[src/design/arp_neighbor_cache_defines.svh]
// assertion helpers used by the arp cache controller
`ifndef ARP_NEIGHBOR_CACHE_DEFINES_SVH
`define ARP_NEIGHBOR_CACHE_DEFINES_SVH

// same-cycle implication, sampled on clk, off during rst
`define ANC_ASSERT_NOW(label, ante, cons) \
  label: assert property (@(posedge clk) disable iff (rst) (ante) |-> (cons)) \
    else $error("arp cache check failed");

// next-cycle implication, sampled on clk, off during rst
`define ANC_ASSERT_NEXT(label, ante, cons) \
  label: assert property (@(posedge clk) disable iff (rst) (ante) |=> (cons)) \
    else $error("arp cache check failed");

`endif

[src/design/anc_pkg.sv]
`timescale 1ns / 1ps
package anc_pkg;

  typedef enum logic [1:0] {
    CMD_LOOKUP = 2'd0,
    CMD_FRAME  = 2'd1,
    CMD_TICK   = 2'd2,
    CMD_FLUSH  = 2'd3
  } cmd_t;

  localparam logic [1:0] CFG_OWN_IP     = 2'd0;
  localparam logic [1:0] CFG_IFACE_UP   = 2'd1;
  localparam logic [1:0] CFG_ENTRY_TTL  = 2'd2;

  localparam logic [15:0] MIN_FRAME_LEN = 16'd28;
  localparam logic [15:0] HW_TYPE_ETH   = 16'd1;
  localparam logic [15:0] PROTO_IPV4    = 16'h0800;
  localparam logic [7:0]  HW_ADDR_LEN   = 8'd6;
  localparam logic [7:0]  PROTO_ADDR_LEN = 8'd4;
  localparam logic [15:0] OP_REQUEST    = 16'd1;
  localparam logic [15:0] OP_REPLY      = 16'd2;
  localparam logic [31:0] TTL_RESET     = 32'd600000;
  localparam logic [31:0] TIME_MAX      = 32'hFFFF_FFFF;

  // search state handed from cell to cell
  typedef struct packed {
    logic        live;
    logic [31:0] key;
    logic        found;
    logic [47:0] mac;
    logic        free;
    logic [31:0] old_time;
  } scan_pkt_t;

  // broadcast from the controller to every cell
  typedef struct packed {
    logic        tick;
    logic        flush;
    logic        wr;
    logic [31:0] now;
    logic [31:0] ttl;
    logic [31:0] wr_ip;
    logic [47:0] wr_mac;
  } cell_ctl_t;

endpackage

[src/design/anc_ctrl.sv]
`timescale 1ns / 1ps
`include "arp_neighbor_cache_defines.svh"
module anc_ctrl #(
  parameter int ENTRIES = 16,
  localparam int IDX_W = (ENTRIES > 1) ? $clog2(ENTRIES) : 1
) (
  input  logic                 clk,
  input  logic                 rst,
  input  logic                 in_valid,
  output logic                 in_stall,
  input  logic [1:0]           command,
  input  logic [31:0]          now_ms,
  input  logic [31:0]          subject_ip,
  input  logic [47:0]          subject_mac,
  input  logic [31:0]          dest_ip,
  input  logic [15:0]          arp_op,
  input  logic [15:0]          hw_type,
  input  logic [15:0]          proto_type,
  input  logic [7:0]           hw_len,
  input  logic [7:0]           proto_len,
  input  logic [15:0]          frame_len,
  output logic                 out_valid,
  input  logic                 out_stall,
  output logic                 hit,
  output logic [47:0]          found_mac,
  output logic                 frame_dropped,
  output logic                 sender_resolved,
  output logic                 learned,
  output logic                 reply_due,
  output logic [47:0]          reply_mac,
  output logic [31:0]          reply_ip,
  input  logic                 cfg_valid,
  output logic                 cfg_ready,
  input  logic [1:0]           cfg_index,
  input  logic [31:0]          cfg_data,
  output anc_pkg::cell_ctl_t   ctl,
  output logic [IDX_W-1:0]     wr_slot,
  output anc_pkg::scan_pkt_t   head,
  input  anc_pkg::scan_pkt_t   tail,
  input  logic [IDX_W-1:0]     tail_match_idx,
  input  logic [IDX_W-1:0]     tail_free_idx,
  input  logic [IDX_W-1:0]     tail_old_idx
);
  import anc_pkg::*;

  typedef enum logic [1:0] {IDLE, SCAN, DECIDE, DELIVER} state_t;

  state_t state;

  logic [31:0] own_ip;
  logic        iface_up;
  logic [31:0] ttl;

  cmd_t        it_cmd;
  logic [31:0] it_now;
  logic [31:0] it_sip;
  logic [47:0] it_smac;
  logic [31:0] it_tip;
  logic [15:0] it_op;
  logic        it_bad;

  logic        sc_found;
  logic [47:0] sc_mac;
  logic [IDX_W-1:0] sc_slot;

  logic        tick_pulse, flush_pulse, wr_pulse;
  logic [31:0] op_now;
  logic [31:0] wr_ip;
  logic [47:0] wr_mac;

  logic        res_hit, res_dropped, res_resolved, res_learned, res_reply;
  logic [47:0] res_fmac, res_rmac;
  logic [31:0] res_rip;

  logic        res_hit_next, res_dropped_next, res_resolved_next;
  logic        res_learned_next, res_reply_next;
  logic [47:0] res_fmac_next, res_rmac_next;
  logic [31:0] res_rip_next;

  logic        hdr_bad;

  assign in_stall  = (state != IDLE);
  assign cfg_ready = 1'b1;

  assign hdr_bad = (frame_len < MIN_FRAME_LEN) || (hw_type != HW_TYPE_ETH) ||
                   (proto_type != PROTO_IPV4) || (hw_len != HW_ADDR_LEN) ||
                   (proto_len != PROTO_ADDR_LEN);

  always_comb begin
    ctl.tick   = tick_pulse;
    ctl.flush  = flush_pulse;
    ctl.wr     = wr_pulse;
    ctl.now    = op_now;
    ctl.ttl    = ttl;
    ctl.wr_ip  = wr_ip;
    ctl.wr_mac = wr_mac;
  end

  always_comb begin
    res_hit_next      = 1'b0;
    res_fmac_next     = '0;
    res_dropped_next  = 1'b0;
    res_resolved_next = 1'b0;
    res_learned_next  = 1'b0;
    res_reply_next    = 1'b0;
    res_rmac_next     = '0;
    res_rip_next      = '0;
    case (it_cmd)
      CMD_LOOKUP: begin
        res_hit_next  = sc_found;
        res_fmac_next = sc_found ? sc_mac : 48'd0;
      end
      CMD_FRAME: begin
        if (it_bad) begin
          res_dropped_next = 1'b1;
        end else begin
          res_resolved_next = (it_sip != 32'd0);
          res_learned_next  = (it_sip != 32'd0) &&
                              ((it_op == OP_REPLY) || (it_tip == own_ip) || sc_found);
          if ((it_op == OP_REQUEST) && iface_up && (it_tip == own_ip)) begin
            res_reply_next = 1'b1;
            res_rmac_next  = it_smac;
            res_rip_next   = it_sip;
          end
        end
      end
      default: ;
    endcase
  end

  always_ff @(posedge clk) begin
    if (rst) begin
      state       <= IDLE;
      out_valid   <= 1'b0;
      head.live   <= 1'b0;
      tick_pulse  <= 1'b0;
      flush_pulse <= 1'b0;
      wr_pulse    <= 1'b0;
      own_ip      <= 32'd0;
      iface_up    <= 1'b0;
      ttl         <= TTL_RESET;
    end else begin
      if (cfg_valid) begin
        case (cfg_index)
          CFG_OWN_IP:    own_ip   <= cfg_data;
          CFG_IFACE_UP:  iface_up <= cfg_data[0];
          CFG_ENTRY_TTL: ttl      <= cfg_data;
          default: ;
        endcase
      end

      // a delivering state reloads the output itself
      if (out_valid && !out_stall && (state != DELIVER)) begin
        out_valid <= 1'b0;
      end

      case (state)
        IDLE: begin
          if (in_valid) begin
            it_cmd  <= cmd_t'(command);
            it_now  <= now_ms;
            it_sip  <= subject_ip;
            it_smac <= subject_mac;
            it_tip  <= dest_ip;
            it_op   <= arp_op;
            it_bad  <= hdr_bad;
            op_now  <= now_ms;
            case (cmd_t'(command))
              CMD_LOOKUP, CMD_FRAME: begin
                head.live     <= 1'b1;
                head.key      <= subject_ip;
                head.found    <= 1'b0;
                head.mac      <= '0;
                head.free     <= 1'b0;
                head.old_time <= TIME_MAX;
                state         <= SCAN;
              end
              CMD_TICK: begin
                tick_pulse <= 1'b1;
                state      <= DELIVER;
              end
              default: begin
                flush_pulse <= 1'b1;
                state       <= DELIVER;
              end
            endcase
            res_hit      <= 1'b0;
            res_fmac     <= '0;
            res_dropped  <= 1'b0;
            res_resolved <= 1'b0;
            res_learned  <= 1'b0;
            res_reply    <= 1'b0;
            res_rmac     <= '0;
            res_rip      <= '0;
          end
        end
        SCAN: begin
          head.live <= 1'b0;
          if (tail.live) begin
            sc_found <= tail.found;
            sc_mac   <= tail.mac;
            // existing match, else first free slot, else oldest
            if (tail.found) begin
              sc_slot <= tail_match_idx;
            end else if (tail.free) begin
              sc_slot <= tail_free_idx;
            end else begin
              sc_slot <= tail_old_idx;
            end
            state <= DECIDE;
          end
        end
        DECIDE: begin
          res_hit      <= res_hit_next;
          res_fmac     <= res_fmac_next;
          res_dropped  <= res_dropped_next;
          res_resolved <= res_resolved_next;
          res_learned  <= res_learned_next;
          res_reply    <= res_reply_next;
          res_rmac     <= res_rmac_next;
          res_rip      <= res_rip_next;
          wr_pulse     <= res_learned_next;
          wr_slot      <= sc_slot;
          wr_ip        <= it_sip;
          wr_mac       <= it_smac;
          op_now       <= it_now;
          state        <= DELIVER;
        end
        DELIVER: begin
          tick_pulse  <= 1'b0;
          flush_pulse <= 1'b0;
          wr_pulse    <= 1'b0;
          if (!out_valid || !out_stall) begin
            out_valid       <= 1'b1;
            hit             <= res_hit;
            found_mac       <= res_fmac;
            frame_dropped   <= res_dropped;
            sender_resolved <= res_resolved;
            learned         <= res_learned;
            reply_due       <= res_reply;
            reply_mac       <= res_rmac;
            reply_ip        <= res_rip;
            state           <= IDLE;
          end
        end
        default: state <= IDLE;
      endcase
    end
  end

  `ANC_ASSERT_NOW(a_tail_only_in_scan, tail.live, state == SCAN)
  `ANC_ASSERT_NOW(a_write_chain_quiet, wr_pulse, !head.live && !tail.live)
  `ANC_ASSERT_NEXT(a_accept_leaves_idle, in_valid && !in_stall, state != IDLE)
  `ANC_ASSERT_NOW(a_one_table_op, tick_pulse || flush_pulse, !wr_pulse && !head.live)

endmodule
[config.mk]
export PLATFORM = sky130hd
export DESIGN_NAME = anc_ctrl
export DESIGN_NICKNAME = d
export VERILOG_FILES = /design/src/design/anc_pkg.sv /design/src/design/anc_ctrl.sv
export VERILOG_INCLUDE_DIRS = /design/src /design/src/design
export SDC_FILE = /design/constraint.sdc
export NUM_CORES = 1
export LEC_CHECK = 0
export BUFFER_PORTS_ARGS = -buffer_cell sky130_fd_sc_hd__buf_2
export CORE_AREA = 5 5 303 305
export CTS_BUF_LIST = sky130_fd_sc_hd__clkbuf_8
export CTS_CLUSTER_DIAMETER = 200
export DETAILED_ROUTE_END_ITERATION = 7
export DIE_AREA = 0 0 308 310
export PLACE_DENSITY_LB_ADDON = 0.2
export SETUP_SLACK_MARGIN = 0.05
export SYNTH_ARGS = -nofsm -noshare
export SYNTH_HDL_FRONTEND = slang
export SYNTH_SLANG_ARGS = --single-unit
[constraint.sdc]
create_clock -name clk -period 16.3 [get_ports clk]
set_clock_uncertainty 0.1 [all_clocks]
set_input_delay 2.445 -clock clk [delete_from_list [all_inputs] [get_ports clk]]
set_output_delay 2.445 -clock clk [all_outputs]
set_load 0.01 [all_outputs]
=== Word-level counts from Yosys, hierarchy flattened ===
Index checks and enable logic that the tools add are counted.

* Input port bits: 392
* Bits in registers: 702
* Word-level logic and storage cells: 154
* Output and inout port bits: 402

* Magnitude comparators: 1
* Multiplexer cells: 51
* Bitwise logic cells: 1
* Equal/unequal tests: 22
* Reduce and logical (&&, ||, !) cells: 39

{| class="wikitable"
|+ Operators with widths
! cell !! count
|-
| $mux W48 || 6
|-
| $mux W115 || 2
|-
| $pmux W48 S2 || 2
|-
| $mux W32 || 5
|-
| $pmux W32 S2 || 2
|-
| $eq A32 B32 Y1 || 1
|-
| $reduce_bool A32 Y1 || 1
|-
| $reduce_and A3 Y1 || 8
|-
| $mux W1 || 18
|-
| $pmux W1 S2 || 9
|-
| $eq A16 B1 Y1 const B || 1
|-
| $eq A16 B2 Y1 const B || 1
|-
| $lt A16 B5 Y1 const B || 1
|-
| $ne A16 B1 Y1 const B || 1
|-
| $ne A16 B12 Y1 const B || 1
|-
| $ne A8 B3 Y1 const B || 2
|-
| $ne A2 B2 Y1 const B || 5
|-
| $reduce_bool A2 Y1 || 5
|-
| $eq A2 B1 Y1 const B || 4
|-
| $eq A2 B2 Y1 const B || 4
|-
| $logic_not A2 Y1 || 4
|-
| $mux W2 || 4
|-
| $mux W4 || 2
|-
| $pmux W2 S4 || 1
|-
| other kinds (9) || 24
|}

=== Depth between registers and ports, before layout ===
* Depth after elaboration: 7
* Depth in mapped cells: 7

=== Worst setup path before layout ===
No wires, ideal clock.

* Path kind: input-to-reg
* From: input rst
* To: register found_mac[0], enable pin
* Stages on the path: 3
* Path slack: 2.868 ns
* Required time: 15.378 ns
* Arrival: 12.510 ns
* Library setup time: 0.822 ns
* Cell sequence: clkbuf_1 -> clkbuf_1 -> a211oi_1

* Longest elaborated chain between the ends: 2

{| class="wikitable"
|+ Ends and longest elaborated chain
! element !! RTL line !! text
|-
| start: declaration || anc_ctrl.sv:8 || <nowiki>input logic rst,</nowiki>
|-
| $not A1 Y1 (no line) || -- ||
|-
| $reduce_and A3 Y1 (no line) || -- ||
|-
| end signal: assignment || anc_ctrl.sv:236 || <nowiki>found_mac <= res_fmac;</nowiki>
|-
| end: declaration || anc_ctrl.sv:25 || <nowiki>output logic [47:0] found_mac,</nowiki>
|}

Every way passes these cells.
A chain may end at the register's enable or synchronous reset.

=== Worst setup path in the final report ===
* From: input rst
* To: register res_fmac[28], enable pin

* Longest elaborated chain between the ends: 2

{| class="wikitable"
|+ Ends and longest elaborated chain
! element !! RTL line !! text
|-
| $not A1 Y1 (no line) || -- ||
|-
| $reduce_and A3 Y1 (no line) || -- ||
|-
| end signal: assignment || anc_ctrl.sv:215 || <nowiki>res_fmac <= res_fmac_next;</nowiki>
|-
| end: declaration || anc_ctrl.sv:72 || <nowiki>logic [47:0] res_fmac, res_rmac;</nowiki>
|}

Every way passes these cells.

==> impl_metrics.toml <==
[job]
maxCapViolCount = 0

[setup_path]
critPathLaunchType = "input pin"
path_class = "input pin to flip-flop"
end_kind = "flip-flop"
arrival_ns = 4.97
regToRegEndpoint = "res_fmac[28]$_SDFFCE_PN0P_"
cp_max_fo = 78
required_ns = 16.56
r2r_start = "state[0]$_SDFFE_PP0P_"
reg2reg_depth = 6
r2r_slack_ns = 12.37

[yosys]
synthTopCellsByCount = "edfxtp_1, nand2_1, and2_1"
ys_types = 39
syn_area_sq_mm = 0.0242
synth_flop_cell = "edfxtp_1"
ys_async_sr_fraction_pct = 0
synth_edf_count = 630
synth-seq-cells = 702
yosysTopAreaCell = "edfxtp_1"
postSynthAreaPerCell_sq_um = 18.1
synthCells = 1336
yosys-top-cells-area = "edfxtp_1, dfxtp_1, and2_1"
synth_top_area_share_pct = 78.1
synthMostInstantiatedCell = "edfxtp_1"
seq_area_frac_synth_pct = 84.1
synth_warnings = 0

[place]
dp_slack_ns = 10.71
dp_cells = 3127
place_congestion = 0.873
dpl_cell_area_sq_mm = 0.0286
numPortBuffers = 644
hpwl_um = 48100

[timing]
final_hold_viol_count = 0
rsz0062_at_grt = "false"
setup_tns_ns = 0
period_share_pct = 28.9
fmax_mhz = 213
max_slew.worst_pin.slew_ns = 1.06
finalSetupViolCount = 0
slew_violations = 0
maxSlewHeadroom_pct = 29.2
hold_slack_ns = 0.269
fin_ws_ns = 11.59
min_period_ns = 4.71

[status]
status = "completed"

[clocking]
hold_buffers = 0
cts_tree = "built"
cts_setup_buffers = 0
clock_latency_ns = 0.75
cts_made_buffers = 117
ctsResizeCount = 0
htree_levels = 3
clkSinkCount = 702
clk_path_buf_depth = 3
cts_root_buf = "clkbuf_8"
clk_pin_slew_worst_paths_ns = 0.06

[power]
power_density_mw_per_mm2 = 138
cellLeakagePower_nw = 11.8
ir_drop_uv = 72.7

[grt]
antenna_found_initial = 21
grt-ovfl-total = 0
grt.total_usage_pct = 13.3
grt_pass1_vias = 14400
grt_max_degree = 79
grt_pass1_wl_um = 93600

[layout]
syn2layout_area_growth_pct = 27.9
drive_above_1_share_pct = 39.2
fillers = 8676
nets = 2466
fin_cells = 3359
postLayoutCellArea_sq_mm = 0.0310

[die]
dieHeight_um = 310
start_util_pct = 27.2
die_x_um = 308
die_area_sq_mm = 0.0955
fp-row-count = 110
coreArea_sq_mm = 0.0890
io_pins = 794

[drt]
dr.pass1.iters = 4
vias = 13500
antenna_left = 0
drt_wl_total_um = 67200
avgViaCountPerCell = 4.01
drtIter0Drc = 573
drc_errors = 0
avgRoutedWirePerCell_um = 20.0

[worst_hold_path]
holdPathStages = 0
hold_end = "reply_ip[26]$_DFFE_PP_"
hp-class = "flip-flop to flip-flop"
worstHoldStart = "res_rip[26]$_SDFFCE_PP0P_"
-- cell type report --
class / count / area, sq um / area share, %
Antenna cell: 14 / 35.0 / 0.113
Clock buffer: 121 / 1670 / 5.38
Clock inverter: 97 / 663 / 2.14
Inverter: 7 / 26.3 / 0.0848
Multi-Input combinational cell: 581 / 3400 / 11.0
Sequential cell: 702 / 20400 / 65.7
Tap cell: 1176 / 1470 / 4.75
Timing Repair Buffer: 661 / 3350 / 10.8
-- layout by cell type (no fill, tap or decap), types with 3 or more instances in the layout --
cell,count
dfxtp_1,72
clkinv_1,30
diode_2,14
and2_1,129
mux2i_1,5
inv_12,3
clkinv_2,8
bufinv_16,8
o21ai_0,7
nand4_1,9
edfxtp_1,630
ha_1,3
a211oi_1,5
buf_4,17
a21oi_1,60
inv_1,49
clkbuf_8,121
conb_1,83
buf_2,644
nand3b_1,10
xor2_1,32
nor2_1,8
nor4_1,30
nand2_1,136
nor4b_1,3
mux2_2,32
-- metrics by stage --
| step | util (%) | power [mW] |
|---|---|---|
| final | 34.8 | 4.27 |
| after floorplan | - | 2.61 |
| after global routing | 34.8 | 4.48 |
| after global placement | 32.1 | 2.78 |
| after CTS | 34.7 | 4.37 |
| after detailed placement | 32.1 | 2.80 |
-- where the power goes --
part           internal [mW]  switching (mW)  total (mW)
Sequential              2.25          0.0667        2.31
Combinational          0.133           0.291       0.424
Clock                  0.823           0.714        1.54
Total                   3.20            1.07        4.27
-- how the worst max path moves through the flow --
stage	start	endpoint	slack (ns)	cells past startpoint
4_1_cts	rst	res_rmac[0]$_SDFFCE_PP0P_	11.60	5
3_5_place_dp	rst	res_fmac[28]$_SDFFCE_PN0P_	10.71	5
5_1_grt	rst	res_rmac[42]$_SDFFCE_PP0P_	11.44	5
6_report	rst	res_fmac[28]$_SDFFCE_PN0P_	11.59	5
2_1_floorplan	rst	found_mac[0]$_DFFE_PP_	2.87	3
3_3_place_gp	rst	res_fmac[28]$_SDFFCE_PN0P_	10.73	5
-- flip-flops by register name (all words and copies together) (netlist names), 33 cells and up --
signal	cells
found_mac	48
res_fmac	48
res_rmac	48
reply_mac	48
head	33
sc_mac	48
it_smac	48
wr_mac	48
-- metal layers --
metal	track usage, %	part of all wire [%]	vias to the layer above
li1	-	-	6279
met1	13.6	35	6503
met2	24.0	52	557
met3	5.46	9.9	135
met4	5.50	3.4	12
met5	0	0.10	-
-- worst max-delay path: stages --
cell and delay [ns]:
buf_2 0.09, buf_4 0.41, a21oi_4 0.59, buf_4 0.46
buf_4 0.82
-- cells by family after synthesis --
| kind of cell | synth area share [%] |
|---|---|
| buf+inv | 3.45 |
| fa+ha+maj | 0.207 |
| other cells | 0.0310 |
| xor+xnor | 1.16 |
| mux | 1.69 |
| compound gates | 1.72 |
| flops | 84.1 |
| simple gates | 7.68 |
Note: power is estimated with default switching activity, not from simulation.
