**config.mk**
```make
export PLATFORM = sky130hd
export DESIGN_NAME = anc_cell
export DESIGN_NICKNAME = d
export VERILOG_FILES = /design/src/design/arp_neighbor_cache_defines.svh /design/src/design/anc_pkg.sv /design/src/design/anc_cell.sv
export SDC_FILE = /design/constraint.sdc
export NUM_CORES = 1
export LEC_CHECK = 0
export BUFFER_PORTS_ARGS = -buffer_cell sky130_fd_sc_hd__buf_4
export CAP_MARGIN = 20
export CORE_ASPECT_RATIO = 1.5
export CORE_UTILIZATION = 30
export CTS_BUF_LIST = sky130_fd_sc_hd__clkbuf_8
export DETAILED_ROUTE_END_ITERATION = 8
export PLACE_DENSITY_LB_ADDON = 0.05
export SYNTH_ARGS = -nofsm -noshare
export SYNTH_HDL_FRONTEND = slang
export SYNTH_SLANG_ARGS = --single-unit
```
**constraint.sdc**
```tcl
create_clock -name clk -period 6.7 [get_ports clk]
set_input_delay 1.34 -clock clk [delete_from_list [all_inputs] [get_ports clk]]
set_output_delay 1.34 -clock clk [all_outputs]
set_load 0.1 [all_outputs]
```
**src/design/arp_neighbor_cache_defines.svh**
```systemverilog
// assertion helpers used by the arp cache controller
`ifndef ARP_NEIGHBOR_CACHE_DEFINES_SVH
`define ARP_NEIGHBOR_CACHE_DEFINES_SVH

// same-cycle implication, sampled on clk, off during rst
`define ANC_ASSERT_NOW(label, ante, cons) \
  label: assert property (@(posedge clk) disable iff (rst) (ante) |-> (cons)) \
    else $error("arp cache check failed");

// next-cycle implication, sampled on clk, off during rst
`define ANC_ASSERT_NEXT(label, ante, cons) \
  label: assert property (@(posedge clk) disable iff (rst) (ante) |=> (cons)) \
    else $error("arp cache check failed");

`endif

```
**src/design/anc_pkg.sv**
```systemverilog
`timescale 1ns / 1ps
package anc_pkg;

  typedef enum logic [1:0] {
    CMD_LOOKUP = 2'd0,
    CMD_FRAME  = 2'd1,
    CMD_TICK   = 2'd2,
    CMD_FLUSH  = 2'd3
  } cmd_t;

  localparam logic [1:0] CFG_OWN_IP     = 2'd0;
  localparam logic [1:0] CFG_IFACE_UP   = 2'd1;
  localparam logic [1:0] CFG_ENTRY_TTL  = 2'd2;

  localparam logic [15:0] MIN_FRAME_LEN = 16'd28;
  localparam logic [15:0] HW_TYPE_ETH   = 16'd1;
  localparam logic [15:0] PROTO_IPV4    = 16'h0800;
  localparam logic [7:0]  HW_ADDR_LEN   = 8'd6;
  localparam logic [7:0]  PROTO_ADDR_LEN = 8'd4;
  localparam logic [15:0] OP_REQUEST    = 16'd1;
  localparam logic [15:0] OP_REPLY      = 16'd2;
  localparam logic [31:0] TTL_RESET     = 32'd600000;
  localparam logic [31:0] TIME_MAX      = 32'hFFFF_FFFF;

  // search state handed from cell to cell
  typedef struct packed {
    logic        live;
    logic [31:0] key;
    logic        found;
    logic [47:0] mac;
    logic        free;
    logic [31:0] old_time;
  } scan_pkt_t;

  // broadcast from the controller to every cell
  typedef struct packed {
    logic        tick;
    logic        flush;
    logic        wr;
    logic [31:0] now;
    logic [31:0] ttl;
    logic [31:0] wr_ip;
    logic [47:0] wr_mac;
  } cell_ctl_t;

endpackage

```
**src/design/anc_cell.sv**
```systemverilog
`timescale 1ns / 1ps
module anc_cell #(
  parameter int ENTRIES = 16,
  parameter int CELL_IDX = 0,
  localparam int IDX_W = (ENTRIES > 1) ? $clog2(ENTRIES) : 1
) (
  input  logic                 clk,
  input  logic                 rst,
  input  anc_pkg::cell_ctl_t   ctl,
  input  logic [IDX_W-1:0]     wr_slot,
  input  anc_pkg::scan_pkt_t   pkt_in,
  input  logic [IDX_W-1:0]     match_idx_in,
  input  logic [IDX_W-1:0]     free_idx_in,
  input  logic [IDX_W-1:0]     old_idx_in,
  output anc_pkg::scan_pkt_t   pkt_out,
  output logic [IDX_W-1:0]     match_idx_out,
  output logic [IDX_W-1:0]     free_idx_out,
  output logic [IDX_W-1:0]     old_idx_out
);
  import anc_pkg::*;

  localparam logic [IDX_W-1:0] MY_IDX = IDX_W'(CELL_IDX);

  logic        entry_valid;
  logic [31:0] entry_ip;
  logic [47:0] entry_mac;
  logic [31:0] entry_time;

  logic        sel;
  logic [31:0] age;
  scan_pkt_t   pkt_next;
  logic [IDX_W-1:0] match_idx_next, free_idx_next, old_idx_next;

  assign sel = ctl.wr && (wr_slot == MY_IDX);
  assign age = ctl.now - entry_time;

  always_ff @(posedge clk) begin
    if (rst) begin
      entry_valid <= 1'b0;
    end else if (ctl.flush) begin
      entry_valid <= 1'b0;
    end else if (ctl.tick && entry_valid && (age > ctl.ttl)) begin
      entry_valid <= 1'b0;
    end else if (sel) begin
      entry_valid <= 1'b1;
    end
  end

  always_ff @(posedge clk) begin
    if (sel) begin
      entry_ip   <= ctl.wr_ip;
      entry_mac  <= ctl.wr_mac;
      entry_time <= ctl.now;
    end
  end

  always_comb begin
    pkt_next       = pkt_in;
    match_idx_next = match_idx_in;
    free_idx_next  = free_idx_in;
    old_idx_next   = old_idx_in;
    if (!pkt_in.found && entry_valid && (entry_ip == pkt_in.key)) begin
      pkt_next.found = 1'b1;
      pkt_next.mac   = entry_mac;
      match_idx_next = MY_IDX;
    end
    if (!pkt_in.free && !entry_valid) begin
      pkt_next.free = 1'b1;
      free_idx_next = MY_IDX;
    end
    // strict compare keeps the lowest index on equal times
    if (entry_valid && (entry_time < pkt_in.old_time)) begin
      pkt_next.old_time = entry_time;
      old_idx_next      = MY_IDX;
    end
  end

  always_ff @(posedge clk) begin
    if (rst) begin
      pkt_out.live <= 1'b0;
    end else begin
      pkt_out <= pkt_next;
    end
  end

  always_ff @(posedge clk) begin
    match_idx_out <= match_idx_next;
    free_idx_out  <= free_idx_next;
    old_idx_out   <= old_idx_next;
  end

endmodule

```
# Word level (Yosys, flattened, before mapping)
# Index checks and enable logic that the tools add are counted.
dict set report totals {
  inputBits 280
  elab_cells 31
  out_inout_bits 127
  ff_bits 240
}
dict set report classes {
  mux 2
  eq_ne 1
  reduce_logical 12
  n_lt_le_gt_ge 2
  addsub 1
}
# operator count
set ops {}
lappend ops {{48-bit two-way mux} 1}
lappend ops {{32-bit == test} 1}
lappend ops {{32-bit > comparator} 1}
lappend ops {{32-bit < comparator} 1}
lappend ops {{32-bit two-way mux} 1}
lappend ops {{32-bit subtractor} 1}
lappend ops {{1-bit logical AND} 7}
lappend ops {{4-bit logical NOT} 1}
lappend ops {{1-bit logical NOT} 3}
lappend ops {{3-bit OR reduction} 1}

# Longest topological paths before layout
# Gate-level depths: netlist of run 1.
dict set report logic_depth {
  word_depth 4
  ltp_mapped 19
  ltp_nobuf 19
}

# Least setup slack after synthesis of run 1
# OpenSTA, ideal clock, no wires.
dict set report synth_timing {
  kind {in2reg}
  start {input wr_slot[1]}
  end {register entry_valid}
  t_required_ps 6608
  path_buffers 0
  setup_slack_ps 1404
  stages 6
  t_arrival_ps 5204
  cell_sequence {nor4_1 -> and2_1 -> o21ai_0 -> a211oi_1 -> o21ai_0 -> o32ai_1}
}
dict set report synth_between {
  elab_chain_len 2
}
# element line_no
set synth_rtl {}
lappend synth_rtl {{start, declared} anc_cell.sv:10} ;# input logic [IDX_W-1:0] wr_slot,
lappend synth_rtl {{4-bit logical NOT} anc_cell.sv:34} ;# assign sel = ctl.wr && (wr_slot == MY_IDX);
lappend synth_rtl {{1-bit logical AND} anc_cell.sv:34}
lappend synth_rtl {{net sel} anc_cell.sv:29} ;# logic sel;
lappend synth_rtl {{end signal, assigned} anc_cell.sv:39} ;# entry_valid <= 1'b0;
lappend synth_rtl {{end signal, assigned} anc_cell.sv:41} ;# entry_valid <= 1'b0;
lappend synth_rtl {{end signal, assigned} anc_cell.sv:43} ;# entry_valid <= 1'b0;
lappend synth_rtl {{end, declared} anc_cell.sv:24} ;# logic entry_valid;
# The timed path passes the listed nets, and every way through them passes these cells.
# A chain may end at the register's enable or synchronous reset.

# Final worst setup path of run 1
dict set report layout_timing {
  start {input ctl[112] (netlist bit)}
  end {register entry_valid}
}
dict set report layout_between {
  elab_chain_len 4
}
# element line_no
set layout_rtl {}
lappend layout_rtl {{start, declared} anc_cell.sv:9} ;# input anc_pkg::cell_ctl_t ctl,
lappend layout_rtl {{32-bit subtractor} anc_cell.sv:35} ;# assign age = ctl.now - entry_time;
lappend layout_rtl {{32-bit > comparator} anc_cell.sv:42} ;# end else if (ctl.tick && entry_valid && (age > ctl.ttl)) begin
lappend layout_rtl {{1-bit logical AND} anc_cell.sv:42}
lappend layout_rtl {{3-bit OR reduction (no line)} --}
lappend layout_rtl {{end signal, assigned} anc_cell.sv:41}
lappend layout_rtl {{end signal, assigned} anc_cell.sv:43}
lappend layout_rtl {{end signal, assigned} anc_cell.sv:45} ;# entry_valid <= 1'b1;
# No other way between the ends.

==> metrics.md, run 1 <==
| Metric | Value |
|---|---|
| Outcome | completed |
| Post-route minimum period | 4934 ps |
| Yosys reg bits | 240 |
| Peak supply drop | 0.0001562 V |
| First-pass GRT wire length | 51,980 um |
| Die area | 40,360 um^2 |
| Final WL | 36,790 um |
| Worst path cell trace | buf_4 -> inv_1 -> ha_1 -> inv_1 -> fa_1 -> a211oi_1 -> nor2_1 -> o311ai_0 -> nand4_1 -> a211oi_1 -> o21bai_1 -> xor2_1 -> ha_1 -> nand4_1 -> or2_2 -> nor2_1 -> o221a_2 -> o32ai_1 |
| Final Hold Fails | 0 |
| Yosys top cell area share | 0.5720 |
| Root buffer cell | clkbuf_8 |
| Launching element type of the critical path | input pin |
| Num rows | 88 |
| Placement-stage cell area | 15,500 um^2 |
| Post-synth ARST share | 0 |
| Min Hold Slack | 524.9 ps |
| Pwr Total | 3.811 mW |
| Max-cap violations | 0 |
| Count leader, synth | edfxtp_1 |
| TritonCTS clock tree | done |
| DR vias | 8,357 |
| Hpwl dp | 29,250 um |
| Clock Skews | 20.92 ps |
| Worst Path Arrival | 5330 ps |
| CTS sink count | 240 |
| Antenna-violating nets left | 0 |
| Setup TNS after final layout | 0 ps |
| Layout cells sized above 1 | 0.3863 |
| Top cells by area, synth | edfxtp_1 (57%), ha_1 (9.9%), mux2_2 (4.7%) |
| Crit path max-delay family | compound AO/OA/AOI/OAI gates |
| Crit-path max cell delay | 770 ps |
| Initial antenna violation count | 5 |
| CP required | 7090 ps |
| WL/cell | 19.93 um |
| Worst-path clk slew | 60 ps |
| Relative max-transition margin | 0.3772 |
| Fill count | 3,788 |
| Gr usage total | 0.1779 |
| CTS Hold Bufs | 0 |
| Post-layout util | 0.4177 |
| Die Width | 164.4 um |
| Vias in the first global route | 8,565 |
| Reg2Reg Setup Slack | 2320 ps |
| Post-synth EDFFs | 226 |
| Num ports | 407 |
| Crit Path Category | in -> reg |
| Gr ovfl total | 0 |
| CTS H-tree depth | 2 |
| Initial Util | 0.3061 |
| Largest net degree at the start of global routing | 69 |
| Setup Fix Bufs, Post-CTS | 0 |
| Seq/Total Area, Yosys | 0.5957 |
| Synth top cells by count | edfxtp_1 (226), inv_1 (105), ha_1 (94), mux2_2 (50), a21oi_1 (41) |
| Resized cells post-CTS | 0 |
| Unrepaired setup endpoints after global routing | false |
| Setup-failing EPs final | 0 |
| Design area | 16,190 um^2 |
| Pleak | 7.042 nW |
| Placeable core area | 38,760 um^2 |
| Top FF cell, synth | edfxtp_1 |
| Setup crit end kind | register |
| Clock Latency Late Sink | 550 ps |
| Worst-path fanout max | 4 |
| Via density | 4.527 |
| DIE HEIGHT | 245.6 um |
| Syn. warnings | 0 |
| Netlist cell types | 57 |
| Achievable frequency | 202.7 MHz |
| Syn Nets | 1,256 |
| Iteration-0 DRC Markers | 296 |
| DR pass1 iterations | 4 |
| CTS max path bufs | 3 |
| Buf+Inv Stages, Crit Path | 3 |
| Gate Count Post-Synth | 881 |
| PwrDens | 235.4 nW/um^2 |
| Mean Syn Cell Area | 13.47 um^2 |
| Cell Area, Synth | 11,860 um^2 |
| I/O Buffers | 406 |
| CP max-delay cell | o311ai_0 |
| Period Utilization, post-route | 0.7364 |
| Type of the worst min-delay path | reg -> reg |
| Synth area leader | edfxtp_1 |
| DRC errors left | 0 |
| Routability-driven placement congestion ratio | 0.8161 |
| # nets final | 1,693 |
| Worst slew pin tran | 934.2 ps |
| Area grow syn2layout | 36.46% |
| Total clock buffers created by CTS | 39 |
| Final max-slew violation count | 0 |
[metal layers]
layer  track usage  vias to the layer above  share of wire
met2        0.3341                      300           0.53
li1              -                     4150              -
met4       0.06746                        0          0.027
met5             0                        -              0
met3       0.04588                       59          0.081
met1        0.1858                     3848           0.36
[stage by stage]
step	instances	worst slack [ps]
global route	1846	1541
CTS	1841	1689
global placement	1772	1170
detailed placement	1772	1082
floorplan	881	1404
finish	1846	1766
[state kept, by name (all words and copies together) (netlist names)]
register       count
entry_ip          32
match_idx_out      4
entry_mac         48
entry_time        32
pkt_out          115
old_idx_out        4
free_idx_out       4
entry_valid        1
[report_power, final]
part / switching (mW) / internal (mW)
Sequential: 0.0196 / 1.72
Clock: 0.598 / 0.557
Combinational: 0.626 / 0.293
[cell usage in the layout, fill, tap and decap left out, types with 31 or more instances in the layout]
| master | count |
|---|---|
| mux2i_1 | 31 |
| a21oi_1 | 41 |
| clkbuf_8 | 40 |
| mux2_2 | 50 |
| edfxtp_1 | 226 |
| a21o_1 | 33 |
| ha_1 | 94 |
| inv_1 | 116 |
| buf_4 | 411 |
| xor2_1 | 39 |
[final timing paths]
path | from | end | depth (start not counted)
worst max-delay path | ctl[112] | entry_valid | 18
worst min-delay path | entry_mac[31] | pkt_out[64] | 1
worst max register to register | entry_time[0] | entry_valid | 16
worst min register to register | entry_mac[31] | pkt_out[64] | 1
[cell families (layout without fill, tap and decap cells)]
kind of cell | Yosys count | count (layout) | synth area share
xor+xnor | 58 | 58 | 0.04282
other cells | 0 | 5 | 0
mux | 81 | 81 | 0.07361
compound gates | 151 | 151 | 0.08458
fa+ha+maj | 95 | 95 | 0.1008
flops | 240 | 240 | 0.5957
simple gates | 136 | 136 | 0.06212
buf+inv | 120 | 585 | 0.04039
[layout make-up]
type                    instances  area [um^2]  share of cell area
inverters                     105        396.6             0.02450
flip-flops and latches        240         7067              0.4365
diodes                          5        12.51           0.0007729
repair buffers                411         3085              0.1906
clock inverters                29        126.4            0.007806
multi-input cells             521         4332              0.2676
well taps                     495        619.3             0.03826
clock buffers                  40        550.5             0.03401
(Power assumes the default switching activity.)
==> inputs of run 2 (changes only) <==
clock period = 4.05 ns   (was 6.7 ns; I/O delays follow)
==> metrics.md, run 2 (synthesis gave the netlist of run 1 again) <==
| Metric | Value |
|---|---|
| Outcome | completed (unchanged) |
| Design area | 16,860 um^2 (was 16,190 um^2) |
| CTS sink count | 240 (unchanged) |
| DRC errors left | 0 (unchanged) |
| CP required | 4480 ps (was 7090 ps) |
| Worst path cell trace | inv_1 -> ha_1 -> buf_4 -> and2_1 -> nand4_1 -> a21oi_2 -> o31a_1 -> o21ai_1 -> or4b_1 -> o311ai_0 -> ha_1 -> a21o_1 -> a21o_1 -> a211oi_2 -> nand2_1 -> o221a_2 -> o32ai_1 (was buf_4 -> inv_1 -> ha_1 -> inv_1 -> fa_1 -> a211oi_1 -> nor2_1 -> o311ai_0 -> nand4_1 -> a211oi_1 -> o21bai_1 -> xor2_1 -> ha_1 -> nand4_1 -> or2_2 -> nor2_1 -> o221a_2 -> o32ai_1) |
| Peak supply drop | 0.0002332 V (was 0.0001562 V) |
| Relative max-transition margin | 0.5328 (was 0.3772) |
| Buf+Inv Stages, Crit Path | 2 (was 3) |
| Reg2Reg Depth | 17 (was 16) |
| Reg area | 7067 um^2 (unchanged) |
| CTS Hold Bufs | 0 (unchanged) |
| Fill count | 3,773 (was 3,788) |
| Gr ovfl total | 0 (unchanged) |
| Period Utilization, post-route | 0.9469 |
| Iteration-0 DRC Markers | 317 (was 296) |
| Gr usage total | 0.1733 (was 0.1779) |
| Setup crit end kind | register (unchanged) |
| Pleak | 7.450 nW (was 7.042 nW) |
| Vias in the first global route | 8,761 (was 8,565) |
| Worst slew pin tran | 700.8 ps (was 934.2 ps) |
| Achievable frequency | 260.7 MHz |
| First-pass GRT wire length | 51,290 um (was 51,980 um) |
| CP startpoint | entry_time[6] (was ctl[112]) |
| Via density | 4.494 (was 4.527) |
| Type of the worst min-delay path | in -> reg (was reg -> reg) |
| Reg2Reg Setup Slack | 210 ps (was 2320 ps) |
| Worst-path clk slew | 60 ps (about the same) |
| Layout cells sized above 1 | 0.4260 (was 0.3863) |
| Crit-path max cell delay | 430 ps (was 770 ps) |
| Worst Path Arrival | 4260 ps (was 5330 ps) |
| # nets final | 1,759 (was 1,693) |
| Largest net degree at the start of global routing | 113 (was 69) |
| Setup-failing EPs final | 0 (unchanged) |
| Crit path max-delay family | compound AO/OA/AOI/OAI gates (unchanged) |
| Finished Layout Cells | 1,912 (was 1,846) |
| Post-layout util | 0.4350 (was 0.4177) |
| CTS H-tree depth | 2 (unchanged) |
| Final max-slew violation count | 0 (unchanged) |
| Grt met1 use | 0.1794 (was 0.1858) |
| Setup ws final | 214.9 ps (was 1766 ps) |
| Total clock buffers created by CTS | 41 (was 39) |
| Area of the multi-input gates | 4389 um^2 (was 4332 um^2) |
| Commonest non-fill, non-tap cell in the layout | buf_4 (unchanged) |
| CP max-delay cell | or4b_1 (was o311ai_0) |
| Area grow syn2layout | 42.12% (was 36.46%) |
| Crit Path Category | reg -> reg (was in -> reg) |
| GRT met2 Usage | 0.3356 (was 0.3341) |
| Initial antenna violation count | 5 (unchanged) |
| CTS max path bufs | 3 (unchanged) |
| Commonest cells after routing, fill and taps aside | buf_4 (473), edfxtp_1 (226), inv_1 (120) (was buf_4 (411), edfxtp_1 (226), inv_1 (116)) |
| Worst-path fanout max | 3 (was 4) |
| Worst slack, placed | -427.4 ps (was 1082 ps) |
| Antenna-violating nets left | 0 (unchanged) |
| Root buffer cell | clkbuf_8 (unchanged) |
| TritonCTS clock tree | done (unchanged) |
| Largest reg by FF count | pkt_out (unchanged) |
| Placed Cells incl. Taps | 1,835 (was 1,772) |
| Post-route minimum period | 3835 ps |
| I/O Buffers | 406 (unchanged) |
| DR pass1 iterations | 4 (unchanged) |
| Setup TNS after final layout | 0 ps (unchanged) |
| Met3 GRT Util | 0.04014 (was 0.04588) |
| Pwr Total | 6.564 mW (was 3.811 mW) |
| Final WL | 36,240 um (was 36,790 um) |
| WL/cell | 18.96 um (was 19.93 um) |
| DIE HEIGHT | 245.6 um (unchanged) |
| Most used routing layer | met2 (unchanged) |
| Max-cap violations | 0 (unchanged) |
| Die Width | 164.4 um (unchanged) |
| PwrDens | 389.3 nW/um^2 (was 235.4 nW/um^2) |
| Min Hold Slack | 435.8 ps (was 524.9 ps) |
| R2r endpoint | entry_valid (unchanged) |
| Placeable core area | 38,760 um^2 (unchanged) |
| Registers with the most flip-flops | pkt_out x115, entry_mac x48 (unchanged) |
| Clock Latency Late Sink | 550 ps (about the same) |
| Worst r2r src | entry_time[6] (was entry_time[0]) |
| Clock Skews | 16.72 ps (was 20.92 ps) |
| Die area | 40,360 um^2 (unchanged) |
| Hpwl dp | 28,990 um (was 29,250 um) |
| Max FFs per register | 115 (unchanged) |
| Crit path depth | 17 (was 18) |
| Final Hold Fails | 0 (unchanged) |
| Num ports | 407 (unchanged) |
| Placement-stage cell area | 16,000 um^2 (was 15,500 um^2) |
| Launching element type of the critical path | register (was input pin) |
| Hold Crit Depth | 1 (unchanged) |
| DR vias | 8,593 (was 8,357) |
| Routability-driven placement congestion ratio | 0.8217 (was 0.8161) |
| Num rows | 88 (unchanged) |
| End point of the critical path | entry_valid (unchanged) |
| Initial Util | 0.3061 (unchanged) |
[run 2: cell count changes in the layout (fill, tap and decap cells not counted), sizes merged]
cell,before,now
clkinv,14,5
clkinvlp,2,0
inv,118,124
diode,5,4
bufinv,0,1
clkbuf,40,47
buf,411,475
[run 2: final cells by class]
type                    count  area share
repair buffers            475      0.2130
multi-input cells         521      0.2603
clock inverters            25    0.008385
inverters                 105     0.02352
clock buffers              47     0.03836
diodes                      4   0.0005936
flip-flops and latches    240      0.4191
well taps                 495     0.03673
[run 2: how the worst min path moves through the flow]
stage,end,from,slack (ps)
after floorplan,pkt_out[32],entry_valid,490
after global placement,pkt_out[33],entry_mac[0],520
after detailed placement,pkt_out[80],entry_mac[47],530
after CTS,entry_ip[25],ctl[73],380
after global routing,entry_ip[25],ctl[73],390
final,entry_ip[20],ctl[68],440
[run 2: repair_timing]
item,in CTS,in global routing
buffers inserted,0,1
setup endpoints to repair,0,1
gates resized for setup,0,16
[run 2: per-layer routing]
layer / vias to the layer above / share of wire
met3: 51 / 0.076
met2: 310 / 0.54
li1: 4275 / -
met1: 3957 / 0.36
met5: - / 0
met4: 0 / 0.022
[run 2: power breakdown]
| part | internal (mW) | leakage (nW) | switching, mW | total (mW) |
|---|---|---|---|---|
| Combinational | 0.533 | 4.74 | 1.05 | 1.58 |
| Clock | 1.13 | 0.467 | 0.982 | 2.11 |
| Sequential | 2.84 | 2.24 | 0.0327 | 2.87 |
==> inputs of run 3 (changes only) <==
CORE_UTILIZATION = 45   (was 30)
HOLD_SLACK_MARGIN = 0.08   (was not set)
MAX_ROUTING_LAYER = met4   (was not set)
==> metrics.md, run 3 (synthesis gave the netlist of run 1 again) <==
| Metric | Value |
|---|---|
| Hpwl dp | 26,700 um (was 28,990 um) |
| Hold Crit Depth | 1 (unchanged) |
| Crit-path max cell delay | 370 ps (was 430 ps) |
| DIE HEIGHT | 200.9 um (was 245.6 um) |
| First-pass GRT wire length | 49,620 um (was 51,290 um) |
| CP required | 4480 ps (about the same) |
| Total clock buffers created by CTS | 38 (was 41) |
| Placed Cells incl. Taps | 1,652 (was 1,835) |
| Vias in the first global route | 8,857 (was 8,761) |
| Clock Skews | 18.54 ps (was 16.72 ps) |
| Finished Layout Cells | 1,720 (was 1,912) |
| DR pass1 iterations | 5 (was 4) |
| Max-cap violations | 0 (unchanged) |
| Commonest cells after routing, fill and taps aside | buf_4 (449), edfxtp_1 (226), inv_1 (115) (was buf_4 (473), edfxtp_1 (226), inv_1 (120)) |
| Setup Fix Bufs, Post-CTS | 0 (unchanged) |
| Max FFs per register | 115 (unchanged) |
| Die area | 27,030 um^2 (was 40,360 um^2) |
| Worst-path fanout max | 4 (was 3) |
| Worst path cell trace | buf_4 -> inv_1 -> ha_1 -> inv_1 -> fa_1 -> a211oi_1 -> nor2_1 -> nor3_1 -> o21ai_0 -> a21oi_1 -> buf_4 -> o31ai_1 -> xor2_1 -> ha_1 -> nand4_1 -> or2_2 -> nor2_1 -> o21ai_0 -> nand2_1 -> o221a_2 -> o32ai_1 (was inv_1 -> ha_1 -> buf_4 -> and2_1 -> nand4_1 -> a21oi_2 -> o31a_1 -> o21ai_1 -> or4b_1 -> o311ai_0 -> ha_1 -> a21o_1 -> a21o_1 -> a211oi_2 -> nand2_1 -> o221a_2 -> o32ai_1) |
| Commonest non-fill, non-tap cell in the layout | buf_4 (unchanged) |
| Pleak | 7.255 nW (was 7.450 nW) |
| Gr ovfl total | 0 (unchanged) |
| TritonCTS clock tree | done (unchanged) |
| PwrDens | 386.7 nW/um^2 (was 389.3 nW/um^2) |
| Fill count | 2,115 (was 3,773) |
| Setup crit end kind | register (unchanged) |
| Peak supply drop | 0.0002322 V (was 0.0002332 V) |
| Launching element type of the critical path | input pin (was register) |
| Setup-failing EPs final | 0 (unchanged) |
| Achievable frequency | 261.1 MHz (was 260.7 MHz) |
| Worst-path clk slew | 80 ps (was 60 ps) |
| Worst slew pin tran | 769.7 ps (was 700.8 ps) |
| Die Width | 134.6 um (was 164.4 um) |
| Largest reg by FF count | pkt_out (unchanged) |
| Iteration-0 DRC Markers | 332 (was 317) |
| DR vias | 8,624 (was 8,593) |
| CTS H-tree depth | 2 (unchanged) |
| Final max-slew violation count | 0 (unchanged) |
| Initial antenna violation count | 1 (was 5) |
| Num ports | 407 (unchanged) |
| Final WL | 33,560 um (was 36,240 um) |
| CTS sink count | 240 (unchanged) |
| CP max-delay cell | fa_1 (was or4b_1) |
| Area grow syn2layout | 37.80% (was 42.12%) |
| Gr usage total | 0.2574 (was 0.1733) |
| WL/cell | 19.51 um (was 18.96 um) |
| Clock Latency Late Sink | 550 ps (about the same) |
| DRC errors left | 0 (unchanged) |
| Crit Path Category | in -> reg (was reg -> reg) |
| Post-route minimum period | 3830 ps (was 3835 ps) |
| Crit path max-delay family | compound AO/OA/AOI/OAI gates (unchanged) |
| Worst Path Arrival | 4260 ps (about the same) |
| Outcome | completed (unchanged) |
| Final Hold Fails | 0 (unchanged) |
| Root buffer cell | clkbuf_8 (unchanged) |
| Via density | 5.014 (was 4.494) |
| Largest net degree at the start of global routing | 113 (unchanged) |
| Relative max-transition margin | 0.4869 (was 0.5328) |
| Antenna-violating nets left | 0 (unchanged) |
| CTS Hold Bufs | 0 (unchanged) |
| Reg2Reg Depth | 19 (was 17) |
| Crit path depth | 21 (was 17) |
| Period Utilization, post-route | 0.9457 (was 0.9469) |
| Layout cells sized above 1 | 0.4069 (was 0.4260) |
| # nets final | 1,734 (was 1,759) |
| Buf+Inv Stages, Crit Path | 4 (was 2) |
| Type of the worst min-delay path | in -> reg (unchanged) |
| Initial Util | 0.4589 (was 0.3061) |
| CTS max path bufs | 3 (unchanged) |
| Num rows | 72 (was 88) |
| Setup TNS after final layout | 0 ps (unchanged) |
| Registers with the most flip-flops | pkt_out x115, entry_mac x48 (unchanged) |
| Routability-driven placement congestion ratio | 0.8627 (was 0.8217) |
| Unrepaired setup endpoints after global routing | false |
| I/O Buffers | 406 (unchanged) |
| Placeable core area | 25,850 um^2 (was 38,760 um^2) |
-- run 3: changes by cell type in the layout (fill, tap and decap cells not counted), sizes merged --
cell | before | now
clkbuf | 47 | 38
diode | 4 | 1
clkinvlp | 0 | 3
clkinv | 5 | 12
buf | 475 | 453
inv | 124 | 118
-- run 3: through the flow --
| stage | utilization | cell area (um^2) | worst slack (ps) | hold slack, ps | power [mW] |
|---|---|---|---|---|---|
| global placement | 0.6058 | 15660 | -278.0 | 524.4 | 4.462 |
| global route | 0.6323 | 16350 | 4.021 | 399.0 | 6.582 |
| finish | 0.6323 | 16350 | 219.7 | 437.7 | 6.322 |
| floorplan | - | 11870 | 34.79 | 489.4 | 3.961 |
| detailed placement | 0.6058 | 15660 | -371.3 | 531.1 | 4.479 |
| CTS | 0.6321 | 16340 | 146.6 | 389.0 | 6.390 |
-- run 3: where the power goes --
group / total, mW / internal [mW] / switching (mW) / leakage [nW]
clock: 1.90 / 0.946 / 0.952 / 0.384
combinational: 1.55 / 0.513 / 1.04 / 4.63
sequential: 2.87 / 2.84 / 0.0332 / 2.24
-- run 3: worst paths after layout --
check                           slack [ps]           from      endpoint
worst max-delay path                   220       ctl[112]   entry_valid
worst min-delay path                   440         ctl[0]  entry_mac[0]
worst max register to register         250  entry_time[0]   entry_valid
worst min register to register         540  entry_mac[21]   pkt_out[54]
-- run 3: layer usage --
metal | share of wire | global-route usage | up-vias
met5 | 0 | - | -
met4 | 0.029 | 0.09591 | 0
met3 | 0.086 | 0.07955 | 53
met2 | 0.54 | 0.4641 | 315
met1 | 0.35 | 0.2556 | 4026
li1 | - | - | 4230
-- run 3: worst reg2reg max path: cells and delay by family (launching register included) --
kind / cells / cell delay [ps]
AO/OA/AOI/OAI: 7 / 1100
AND/OR/NAND/NOR: 6 / 960
adder cells (fa/ha/maj): 3 / 860
flip-flops: 1 / 380
buffers and inverters: 2 / 210
XOR/XNOR: 1 / 170
-- run 3: cell type report --
class | count | area (um^2) | share of cell area
diodes | 1 | 2.502 | 0.0001531
clock buffers | 38 | 523.0 | 0.03199
clock inverters | 29 | 156.4 | 0.009567
inverters | 105 | 396.6 | 0.02426
multi-input cells | 521 | 4335 | 0.2652
flip-flops and latches | 240 | 7067 | 0.4323
well taps | 333 | 416.7 | 0.02549
repair buffers | 453 | 3451 | 0.2111
-- run 3: timing repair --
item	in CTS	in global routing
endpoints found under the setup margin	0	1
endpoints found under the hold margin	0	0
gates resized for setup	0	3
